===== src/sv/bpa_pkg.sv =====
// bpa_pkg: shared types, codes and constants of the buddy page allocator
// no dependencies
package bpa_pkg;

    localparam int LEVELS_DEF = 10;

    localparam logic [1:0] ST_UNUSED = 2'd0;
    localparam logic [1:0] ST_USED   = 2'd1;
    localparam logic [1:0] ST_SPLIT  = 2'd2;
    localparam logic [1:0] ST_FULL   = 2'd3;

    localparam logic [1:0] OP_ALLOC = 2'd0;
    localparam logic [1:0] OP_FREE  = 2'd1;
    localparam logic [1:0] OP_SIZE  = 2'd2;

    localparam logic [1:0] STATUS_OK      = 2'd0;
    localparam logic [1:0] STATUS_NOSPACE = 2'd1;
    localparam logic [1:0] STATUS_INVALID = 2'd2;

    localparam int REQ_W = 16;
    localparam int OFF_W = 10;
    localparam int PAGES_W = 11;

    // command word passed from the front end to the tree engine
    typedef struct packed {
        logic [1:0]       opcode;
        logic             too_large;
        logic [4:0]       size_log;
        logic [OFF_W-1:0] offset;
    } bpa_cmd_t;

endpackage


===== src/sv/bpa_front.sv =====
// bpa_front: accepts request words, rounds sizes and queues commands
// depends on bpa_pkg
module bpa_front #(
    parameter int LEVELS = bpa_pkg::LEVELS_DEF
) (
    input  logic                          clk,
    input  logic                          rst_n,
    input  logic                          in_valid,
    output logic                          in_ready,
    input  logic [1:0]                    opcode,
    input  logic [bpa_pkg::REQ_W-1:0]     request_pages,
    input  logic [bpa_pkg::OFF_W-1:0]     block_offset,
    output logic                          cmd_valid,
    input  logic                          cmd_ready,
    output bpa_pkg::bpa_cmd_t             cmd
);
    import bpa_pkg::*;

    localparam int QD = 2;

    bpa_cmd_t  q_reg [QD];
    logic      wp_reg, rp_reg, wp_next, rp_next;
    logic [1:0] cnt_reg, cnt_next;
    bpa_cmd_t  c;
    logic [4:0] lg;
    logic [REQ_W:0] m;

    // ceil log2 of the request, zero counting as one
    always_comb
    begin
        m = {1'b0, request_pages} - 17'd1;
        lg = 5'd0;
        for (int i = 0; i < REQ_W; i++)
            if (request_pages > 16'd1 && m[i])
                lg = 5'(i + 1);
        c.opcode = opcode;
        c.size_log = lg;
        c.too_large = ({27'd0, lg} > 32'(LEVELS));
        c.offset = block_offset;
    end

    assign in_ready = (cnt_reg != 2'(QD));
    assign cmd_valid = (cnt_reg != 2'd0);
    assign cmd = q_reg[rp_reg];

    always_comb
    begin
        wp_next = wp_reg;
        rp_next = rp_reg;
        cnt_next = cnt_reg;
        if (in_valid && in_ready)
        begin
            wp_next = ~wp_reg;
            cnt_next = cnt_next + 2'd1;
        end
        if (cmd_valid && cmd_ready)
        begin
            rp_next = ~rp_reg;
            cnt_next = cnt_next - 2'd1;
        end
    end

    always_ff @(posedge clk or negedge rst_n)
    begin
        if (!rst_n)
        begin
            wp_reg <= 1'b0;
            rp_reg <= 1'b0;
            cnt_reg <= 2'd0;
        end
        else
        begin
            wp_reg <= wp_next;
            rp_reg <= rp_next;
            cnt_reg <= cnt_next;
        end
    end

    always_ff @(posedge clk)
    begin
        if (in_valid && in_ready)
            q_reg[wp_reg] <= c;
    end

    a_cnt: assert property (@(posedge clk) disable iff (!rst_n) cnt_reg <= 2'(QD))
        else $error("queue count overflow");
    a_rd: assert property (@(posedge clk) disable iff (!rst_n)
        (cmd_valid && cmd_ready && !(in_valid && in_ready)) |=> cnt_reg == $past(cnt_reg) - 2'd1)
        else $error("queue count mismatch");
endmodule


===== config.mk =====
export PLATFORM = sky130hd
export DESIGN_NAME = bpa_front
export DESIGN_NICKNAME = d
export VERILOG_FILES = /design/src/sv/bpa_pkg.sv /design/src/sv/bpa_front.sv
export SDC_FILE = /design/constraint.sdc
export NUM_CORES = 1
export LEC_CHECK = 0
export ABC_AREA = 1
export BUFFER_PORTS_ARGS = -buffer_cell sky130_fd_sc_hd__clkbuf_2
export CAP_MARGIN = 20
export CORE_UTILIZATION = 30
export DETAILED_ROUTE_END_ITERATION = 8
export HOLD_SLACK_MARGIN = 0.06
export MAX_ROUTING_LAYER = met4
export PLACE_DENSITY = 0.5
export SYNTH_ARGS = -nofsm -noshare
export SYNTH_HDL_FRONTEND = slang
export SYNTH_SLANG_ARGS = --single-unit

===== constraint.sdc =====
create_clock -name clk -period 2.72 [get_ports clk]
set_input_delay 0.136 -clock clk [delete_from_list [all_inputs] [get_ports clk]]
set_output_delay 0.136 -clock clk [all_outputs]
set_load 0.02 [all_outputs]

==> results of run 1 <==
worst max-delay path, cell delays in order:
cell and delay [ns]:
clkbuf_2 0.09, inv_1 0.19, ha_1 0.33, nor2_1 0.12
nor3_2 0.18, nand2_2 0.16, nand3_1 0.20, nand2_1 0.13
nor2_4 0.13, nand2_1 0.06, inv_1 0.07, nand2_1 0.05
nand2_1 0.06, nand2_1 0.05, nand2_1 0.06, inv_1 0.04
stage by stage:
stage | util (%) | instances
after floorplan | - | 268
after global placement | 36.6 | 418
after detailed placement | 36.6 | 418
after CTS | 39.5 | 439
after global routing | 39.5 | 439
final | 39.5 | 439
worst max path at each step:
| stage | startpoint | end | slack, ns | depth (start not counted) |
|---|---|---|---|---|
| detailed placement | request_pages[0] | q_reg[1][15] | 0.42 | 16 |
| global placement | request_pages[0] | q_reg[0][15] | 0.47 | 16 |
| floorplan | cnt_reg[0] | q_reg[0][0] | 0.61 | 5 |
| finish | request_pages[0] | q_reg[1][15] | 0.72 | 16 |
| CTS | request_pages[0] | q_reg[0][15] | 0.72 | 16 |
| global route | request_pages[0] | q_reg[1][15] | 0.45 | 16 |
layout make-up:
class / instances / share of cell area, %
Clock inverter: 1 / 0.130
Clock buffer: 7 / 2.65
Multi-Input combinational cell: 196 / 34.0
Sequential cell: 40 / 41.0
Tap cell: 99 / 4.30
Inverter: 29 / 3.78
Timing Repair Buffer: 67 / 14.2
synthesized netlist by cell type (all sizes together):
library cell | number | area share, %
a21oi | 2 | 0.44
a31o | 1 | 0.38
and2 | 1 | 0.28
clkbuf | 3 | 0.49
dfrtp | 4 | 4.4
edfxtp | 36 | 47
ha | 4 | 2.2
inv | 29 | 4.8
nand2 | 116 | 21
nand3 | 25 | 5.7
nand4 | 5 | 1.4
nor2 | 25 | 6.3
nor3 | 5 | 1.3
o211ai | 1 | 0.33
o21ai | 3 | 0.82
o21bai | 2 | 0.66
or2 | 1 | 0.28
xor2 | 5 | 1.9
power groups by stage:
stage / sequential (mW) / clock (mW) / combinational [mW]
after floorplan: 0.893 / 0 / 0.620
after global placement: 0.897 / 0 / 0.940
after detailed placement: 0.898 / 0 / 0.943
after CTS: 0.885 / 0.375 / 0.960
after global routing: 0.899 / 0.397 / 1.06
final: 0.884 / 0.359 / 0.937
metal layers:
layer  vias up  wire [um]
met1       846       2100
met4         0         66
met2        47       2260
met5         -          0
li1       1008          -
met3         5        209
cells by family (layout without fill, tap and decap cells):
logic type	count (synthesis)	after routing	synth area share, %
adder cells (fa/ha/maj)	4	4	2.20
flip-flops	40	40	51.9
AND/OR/NAND/NOR	178	178	36.1
XOR/XNOR	5	5	1.92
AO/OA/AOI/OAI	9	9	2.64
buffers and inverters	32	104	5.28
==> results, run 1 <==
- The flow ran to the end, and the final reports show no timing, DRC or antenna violations.
- The post-route cell area is 0.00288 mm^2.
- The register-to-register setup slack is 1.16 ns.
- The most common cell after layout, fill and taps aside is nand2_1.
- Once the floorplan was initialized, standard cells occupied 31.2% of the core.
- The analysis attributes to net switching a power of just under 900 uW.
- The worst setup path is launched from an input port.
- The worst setup path is of the input port to flip-flop kind.
- TritonCTS built the clock tree.
- The switching power as a share of total power is 39.7%.
- In the final routed layout, each cell accounts on average for 10.6 um.
- The total leakage power is 1.35 nW.
- The post-synthesis cell type count is 26.
- Counting along the longest clock path gives a buffer depth of 2.
- Leaving out fill and tap cells, the most frequent cells in the layout are 107 x nand2_1, 51 x clkbuf_2, 36 x edfxtp_1, 26 x inv_1, 24 x nand3_1.
- Clock tree synthesis found a total of 40 sinks.
- The first routing iteration left between 80 and 90 violations.
- For this run the aggregate overflow at the end of global routing stands at 0.
- The register with the most flip-flops in the layout has 36 of them.
- The power density over the cells is 757 mW/mm^2.
- 0 antenna diodes ended up in the layout.
- For met3 alone, demand over resource in global routing was 2.59%.
- The relative contribution of sequential cells to total power is 40.6%.
- The number of maximum-capacitance violations is 0.
- Of all nets on the critical path, the largest fanout is 9.
- The count of nets left with antenna violations once routing finished came out at 0.
- In the routed design, unresolved DRC markers number 0.
- The initial antenna violation count came to 0.
- The number of pins with negative max-slew slack in the final report was 0.
- Port buffering added 51 buffers.
- Clock latency on the worst-skew pair, taken at its later pin, is approximately 0.28 ns.
- After synthesis the cells add up to 0.00228 mm^2.
- The sum of internal, switching and leakage power is 2.18 mW.
- The final worst-path cycle share is 73.6%.
- The startpoint identified for the worst hold timing path is cmd_ready.
- OpenSTA, run right after detailed placement, puts the worst setup slack at 0.418 ns.
- Clock-pin slew was measured on the worst setup and hold paths at 0.07 ns.
- The maximum clock skew at final layout is 0.00350 ns.
- At the end of routability-driven placement, the weighted congestion stood at around 0.83.
- The share of total power dissipated in the clock network is 16.4%.
- The deepest level of the CTS H-tree is 2.
- The end of the worst register-to-register path is q_reg[0][4].
- The post-CTS setup repair buffer count is 0.
- Entering global routing, the biggest net connects 20 pins.
- The number of core rows is 31.
- After detailed placement, the total cell area comes to 0.00267 mm^2.
- Measured along the x axis, the die boundary spans approximately 89 um.
- After global routing, the most crowded layer is met2.
- The global-route track usage on met1 is 14.0%.
- The register bit count reported by yosys is 40.
- The internal portion of the total power is roughly 1.3 mW.
- The final route contains ~1900 vias.
- The net count of the finished layout is 375.
- The first-pass GRT wire length is 7.39 mm.
- Hold repair after CTS inserted 13 buffers.
- The count of pins on the block boundary is 52.
- The endpoint with the worst hold slack is cnt_reg[1].
- The worst reg2reg path depth is 6.
- The number of nets produced by synthesis is 304.
- For the worst setup path, the data required time is 2.77 ns.
- The classification of the worst-slack hold path is input port to flip-flop.
- The sequential cells in the finished layout cover a total of around 0.0012 mm^2.
- The number of global-route vias before repair is 1712.
- The startpoint of the worst register-to-register path is cnt_reg[0].
- For the pin with the worst max-slew slack, the measured transition is 0.362 ns.
- Derived from the worst setup path, the maximum achievable clock frequency is 499 MHz.
- At the worst endpoint, the arrival time is 2.05 ns.
- The cell count of the worst hold path is 3.
- Headroom to the max-slew limit came out at 75.7%.
- The total routing usage reported by global routing is 12.7%.
- Summing all multi-input logic gate instances after layout gives roughly 980 um^2.
- The worst path meets setup with 0.717 ns of slack.
- The worst path needs 2.00 ns of the cycle, external delays included.
- The kind of end point of the critical path is a flip-flop.
- Setup repair after global routing left no endpoint under its margin.
- After clock tree synthesis, the repair step resized 0 gates.
- The mean cell area of the mapped netlist is 8.49 um^2.
- The average via count per standard cell is 4.34.
- The layout has around 770 filler cells.
- The share of power burned in combinational logic is 43.0%.
- For this run, the number of Yosys warnings is 0.
- Global routing consumed, on the met2 layer, 22.6% of the routing resources.
- The die span in y is 89.1 um.
- The post-route netlist has roughly 26% of its cells at a drive strength greater than 1.
- The first TritonRoute pass finished after 4 iterations.
- Across the VDD grid, the largest voltage drop is 191 uV.
- The count of final hold-check violations was 0.
- On the final layout, the worst hold slack is 0.148 ns.
- Synthesis produced a netlist whose cell count is 268.
- The sum of routed wire length over all layers is 4.64 mm.
- The HPWL after detailed placement is 3.34 mm.
- The layout-stage area growth over the synthesis result is 26.6%.
- The root buffer cell chosen for the clock tree is clkbuf_8.
- The post-route setup TNS is 0 ns.
- TritonCTS created 5 clock buffers.
- The die covers 0.00794 mm^2.
- Setup violations remaining at the end of the flow were counted as 0.
- Summing the sequential cell areas from Yosys gives 51.9% of the chip area.
- After floorplanning, the core was sized to cover 0.00729 mm^2.
No activity file was read; power rests on OpenSTA's default activity.
==> inputs of run 2 (changes only) <==
Settings changed: ABC_AREA 1 to 0, PLACE_DENSITY 0.5 to 0.51.
Clock period 2.72 ns to 1.87 ns, I/O delays scaled along.
==> results, run 2 <==
- The flow ran to the end, but the final reports show violations.
- The final reports fail on setup timing.
- The startpoint class of the critical path is an input port.
- The startpoint of the worst register-to-register path is cnt_reg[0].
- The area fraction of the dominant cell type after synthesis is 48.3% (+0.80 points).
- The flip-flop count of the largest register after layout came to 36 (unchanged).
- The post-synthesis cell type count is 48 (+85%).
- The sum of routed wire length over all layers is 4.88 mm (+5.4%).
- The most common cell after layout, fill and taps aside is clkbuf_2.
- The register area share after synthesis came to 52.8% (+0.87 points).
- The relative contribution of sequential cells to total power was 38.9% (-1.7 points).
- The width of the chip is 88.4 um (-0.81%).
- The min-delay analysis places its worst path in the category input port to async pin.
- The total leakage power is 1.29 nW (-4.8%).
- The clock net sink count came to 40 (unchanged).
- The number of warnings printed during yosys synthesis is 0 (unchanged).
- The per-cell routed wire length is 12.3 um (+17%).
- The floorplan core area is 0.00721 mm^2 (-1.1%).
- The remaining max-slew budget at the tightest pin is 73.8% (-1.9 points).
- The number of clock buffers inserted by TritonCTS is 5 (unchanged).
- The via count of the routed design is 1827 (-4.1%).
- The filler cell count in the final layout is 695 (-9.5%).
- The pin count of the biggest net entering global routing was 17 (-15%).
- The count of input and output buffers is 51 (unchanged).
- In the synthesized netlist the dominant register cell turns out to be edfxtp_1.
- The maximum root-to-sink buffer count is 2 (unchanged).
- The dominant combinational cell family by area after synthesis is simple AND/OR/NAND/NOR gates.
- The clock insertion delay at the later pin of the skew report is 0.28 ns (about the same).
- The count of pins on the block boundary is 52 (unchanged).
- Sorting the synthesized cells by how often they occur yields 36 x edfxtp_1, 18 x mux2_2, 15 x nor2_1.
- The critical path in this run is classified as input port to flip-flop.
- The antenna cell count was 0 (unchanged).
- The final worst-path cycle share is 114%.
- The data required time of the worst path is 1.89 ns (-0.88 ns).
- The number of pins with negative max-slew slack in the final report is 0 (unchanged).
- The transition at the pin with the smallest max-transition slack is 0.389 ns (+0.0268 ns).
- The shortest period the worst path allows is 2.14 ns.
- The tree is rooted in a clkbuf_8.
- The clock slew seen by the registers of the worst setup and hold paths is 0.08 ns (about the same).
- The adder and majority gate portion of the synthesized area is 2.24% (+0.037 points).
- The highest net fanout along the worst path came to 3 (-6).
- The die area is 0.00781 mm^2 (-1.6%).
- The parity-gate share of the synthesized area counting xor and xnor cells is 4.70% (+2.8 points).
- The arrival time at the worst endpoint is 2.16 ns (+0.11 ns).
- The cell with the most instances after synthesis is edfxtp_1.
- The fraction of synthesis flops using an asynchronous set or reset pin is 10.0% (unchanged).
- The share of power burned in combinational logic is 41.1% (-1.9 points).
- The layer carrying the most global-route usage is met2.
- The count of flip-flops with a built-in enable after synthesis was 36 (unchanged).
- The mux cell area share after synthesis was 9.06% (+9.1 points).
- Yosys attributes the largest share of cell area to edfxtp_1 48%, mux2_2 9.1%, dfrtp_1 4.5%, xnor2_1 3.1%, nor2_1 2.5%.
- The instance count of the mapped netlist is 191 (-29%).
- The switching power as a share of total power is 34.0% (-5.7 points).
- The first-pass iteration count of the detailed router is 4 (unchanged).
- The maximum clock frequency is about 470 MHz.
- The remaining antenna violation count came to 0 (unchanged).
- The portion of total power attributed to the clock network is 20.0% (+3.6 points).
- The number of maximum-capacitance violations was 0 (unchanged).
- The top cell types in the final layout, fill and taps aside, are 50 x clkbuf_2, 36 x edfxtp_1, 35 x buf_4, 18 x mux2_2, 13 x dlygate4sd3_1.
- The first-pass GRT wire length is 7.85 mm (+6.3%).
- The largest voltage drop on the vdd net is 348 uV (+82%).
- The number of design rule violations left after detail routing is 0 (unchanged).
- The number of design-rule violations left by the first detailed-router iteration is 74 (-12%).
- The total congestion overflow is 0 (unchanged).
- The HPWL after detailed placement came to 3.70 mm (+11%).
- The deepest level of the CTS H-tree came to 2 (unchanged).
- The CTS tree is done.
- The launch point of the critical path is request_pages[8].
- The area occupied by multi-input gates came to 0.00108 mm^2 (+10%).
- The worst setup path is captured at a flip-flop.
- The global-route met2 utilization is 23.3% (+0.73 points).
- The cell area after synthesis is 0.00224 mm^2 (-1.6%).
- The post-route setup TNS is -1.50 ns (-1.50 ns).
- The power density over the cells was 1030 mW/mm^2 (+36%).
- The layout-stage area growth over the synthesis result is 46.1%.
- The global-route track usage on met1 is 15.5% (+1.4 points).
- The initial antenna violation count is 0 (unchanged).
- The synthesized design spends more area on one cell type than any other, namely edfxtp_1.
- The maximum clock skew at final layout came to 0.00678 ns (+0.00329 ns).
- The average via count per standard cell is 4.61 (+6.3%).
- The final worst setup slack came to -0.267 ns (-0.984 ns).
- The simple logic cell fraction of the synthesized area was 14.8% (-21 points).
- The final core area utilization is 45.3% (+5.8 points).
- The die span in y is 88.4 um (-0.81%).
- The number of core rows was 31 (unchanged).
- The net count of the finished layout came to 332 (-11%).
- The internal cell power is 2.22 mW (+69%).
- The fraction of layout instances using a drive strength above 1 is 50.2% (+24 points).
- The count of final hold-check violations is 0 (unchanged).
- The register bit count reported by yosys is 40 (unchanged).
- The mean cell area of the mapped netlist came to 11.7 um^2 (+38%).
- The total routing usage reported by global routing came to 13.4% (+0.69 points).
- The global routing met3 resource utilization is 2.71% (+0.12 points).
- Setup repair after global routing could not meet its margin everywhere.
- The number of global-route vias before repair is 1761 (+2.9%).
- The number of nets produced by synthesis was 227 (-25%).
- The sequential standard cell area is 0.00118 mm^2 (unchanged).
- The final weighted congestion in routability-driven placement is 0.856 (+2.8%).
- The net switching power is 1.14 mW (+32%).
- The area fraction in compound gates after synthesis is 12.9% (+10 points).
- The total setup violations reported at the end of the flow is 10 (+10).
- The starting density of the core came to 31.0% (-0.18 points).
run 2: path summary, 6_finish.rpt:
kind	end	slack, ns	cells after the start
worst max-delay path	q_reg[1][15]	-0.27	7
worst min-delay path	wp_reg	0.15	2
worst max register to register	q_reg[0][10]	0.25	6
worst min register to register	wp_reg	0.54	1
max in group asynchronous	cnt_reg[1]	1.59	2
min in group clk	rp_reg	0.19	3
run 2: cell type report:
cell class	instances	share of cell area (%)
Sequential cell	40	36.1
Clock buffer	6	2.22
Multi-Input combinational cell	133	33.0
Timing Repair Buffer	107	22.8
Tap cell	99	3.79
Clock inverter	2	1.07
Inverter	9	1.03
run 2: cell families after synthesis:
group	count (synthesis)
flops	40
buf+inv	18
xor+xnor	12
compound gates	40
simple gates	59
fa+ha+maj	4
mux	18
run 2: critical path, stage by stage:
cell,delay [ns]
buf_6,0.09
or4_4,0.53
or4_4,0.46
or3_4,0.41
o221ai_4,0.08
nor2_2,0.06
a2111o_1,0.42
run 2: what timing repair did:
action	CTS	global route
setup endpoints to repair	10	10
buffers inserted	7	0
pin swaps	10	7
hold endpoints to repair	28	0
gates resized for setup	20	9
hold buffers	13	0
run 2: metrics by stage:
step           instance area, um^2  hold slack (ns)  setup WS (ns)  power [mW]  std cells
4_1_cts                       3220            0.136         -0.218        3.41        396
6_report                      3270            0.151         -0.267        3.37        396
2_1_floorplan                 2250           -0.202         -0.601        2.21        191
3_5_place_dp                  2860          -0.0874         -0.637        2.68        369
3_3_place_gp                  2860          -0.0847         -0.592        2.67        369
5_1_grt                       3270            0.156         -0.305        3.59        396
run 2: routing by layer:
metal | routed length, um | share of wire, %
met1 | 2160 | 44
met2 | 2420 | 49
met3 | 249 | 5.1
met4 | 62 | 1.3
met5 | 0 | 0
run 2: power by group through the flow:
stage	logic, mW	clock network, mW	registers [mW]
CTS	1.39	0.702	1.31
global placement	1.34	0	1.32
detailed placement	1.35	0	1.33
global route	1.53	0.727	1.33
finish	1.38	0.674	1.31
floorplan	0.913	0	1.30
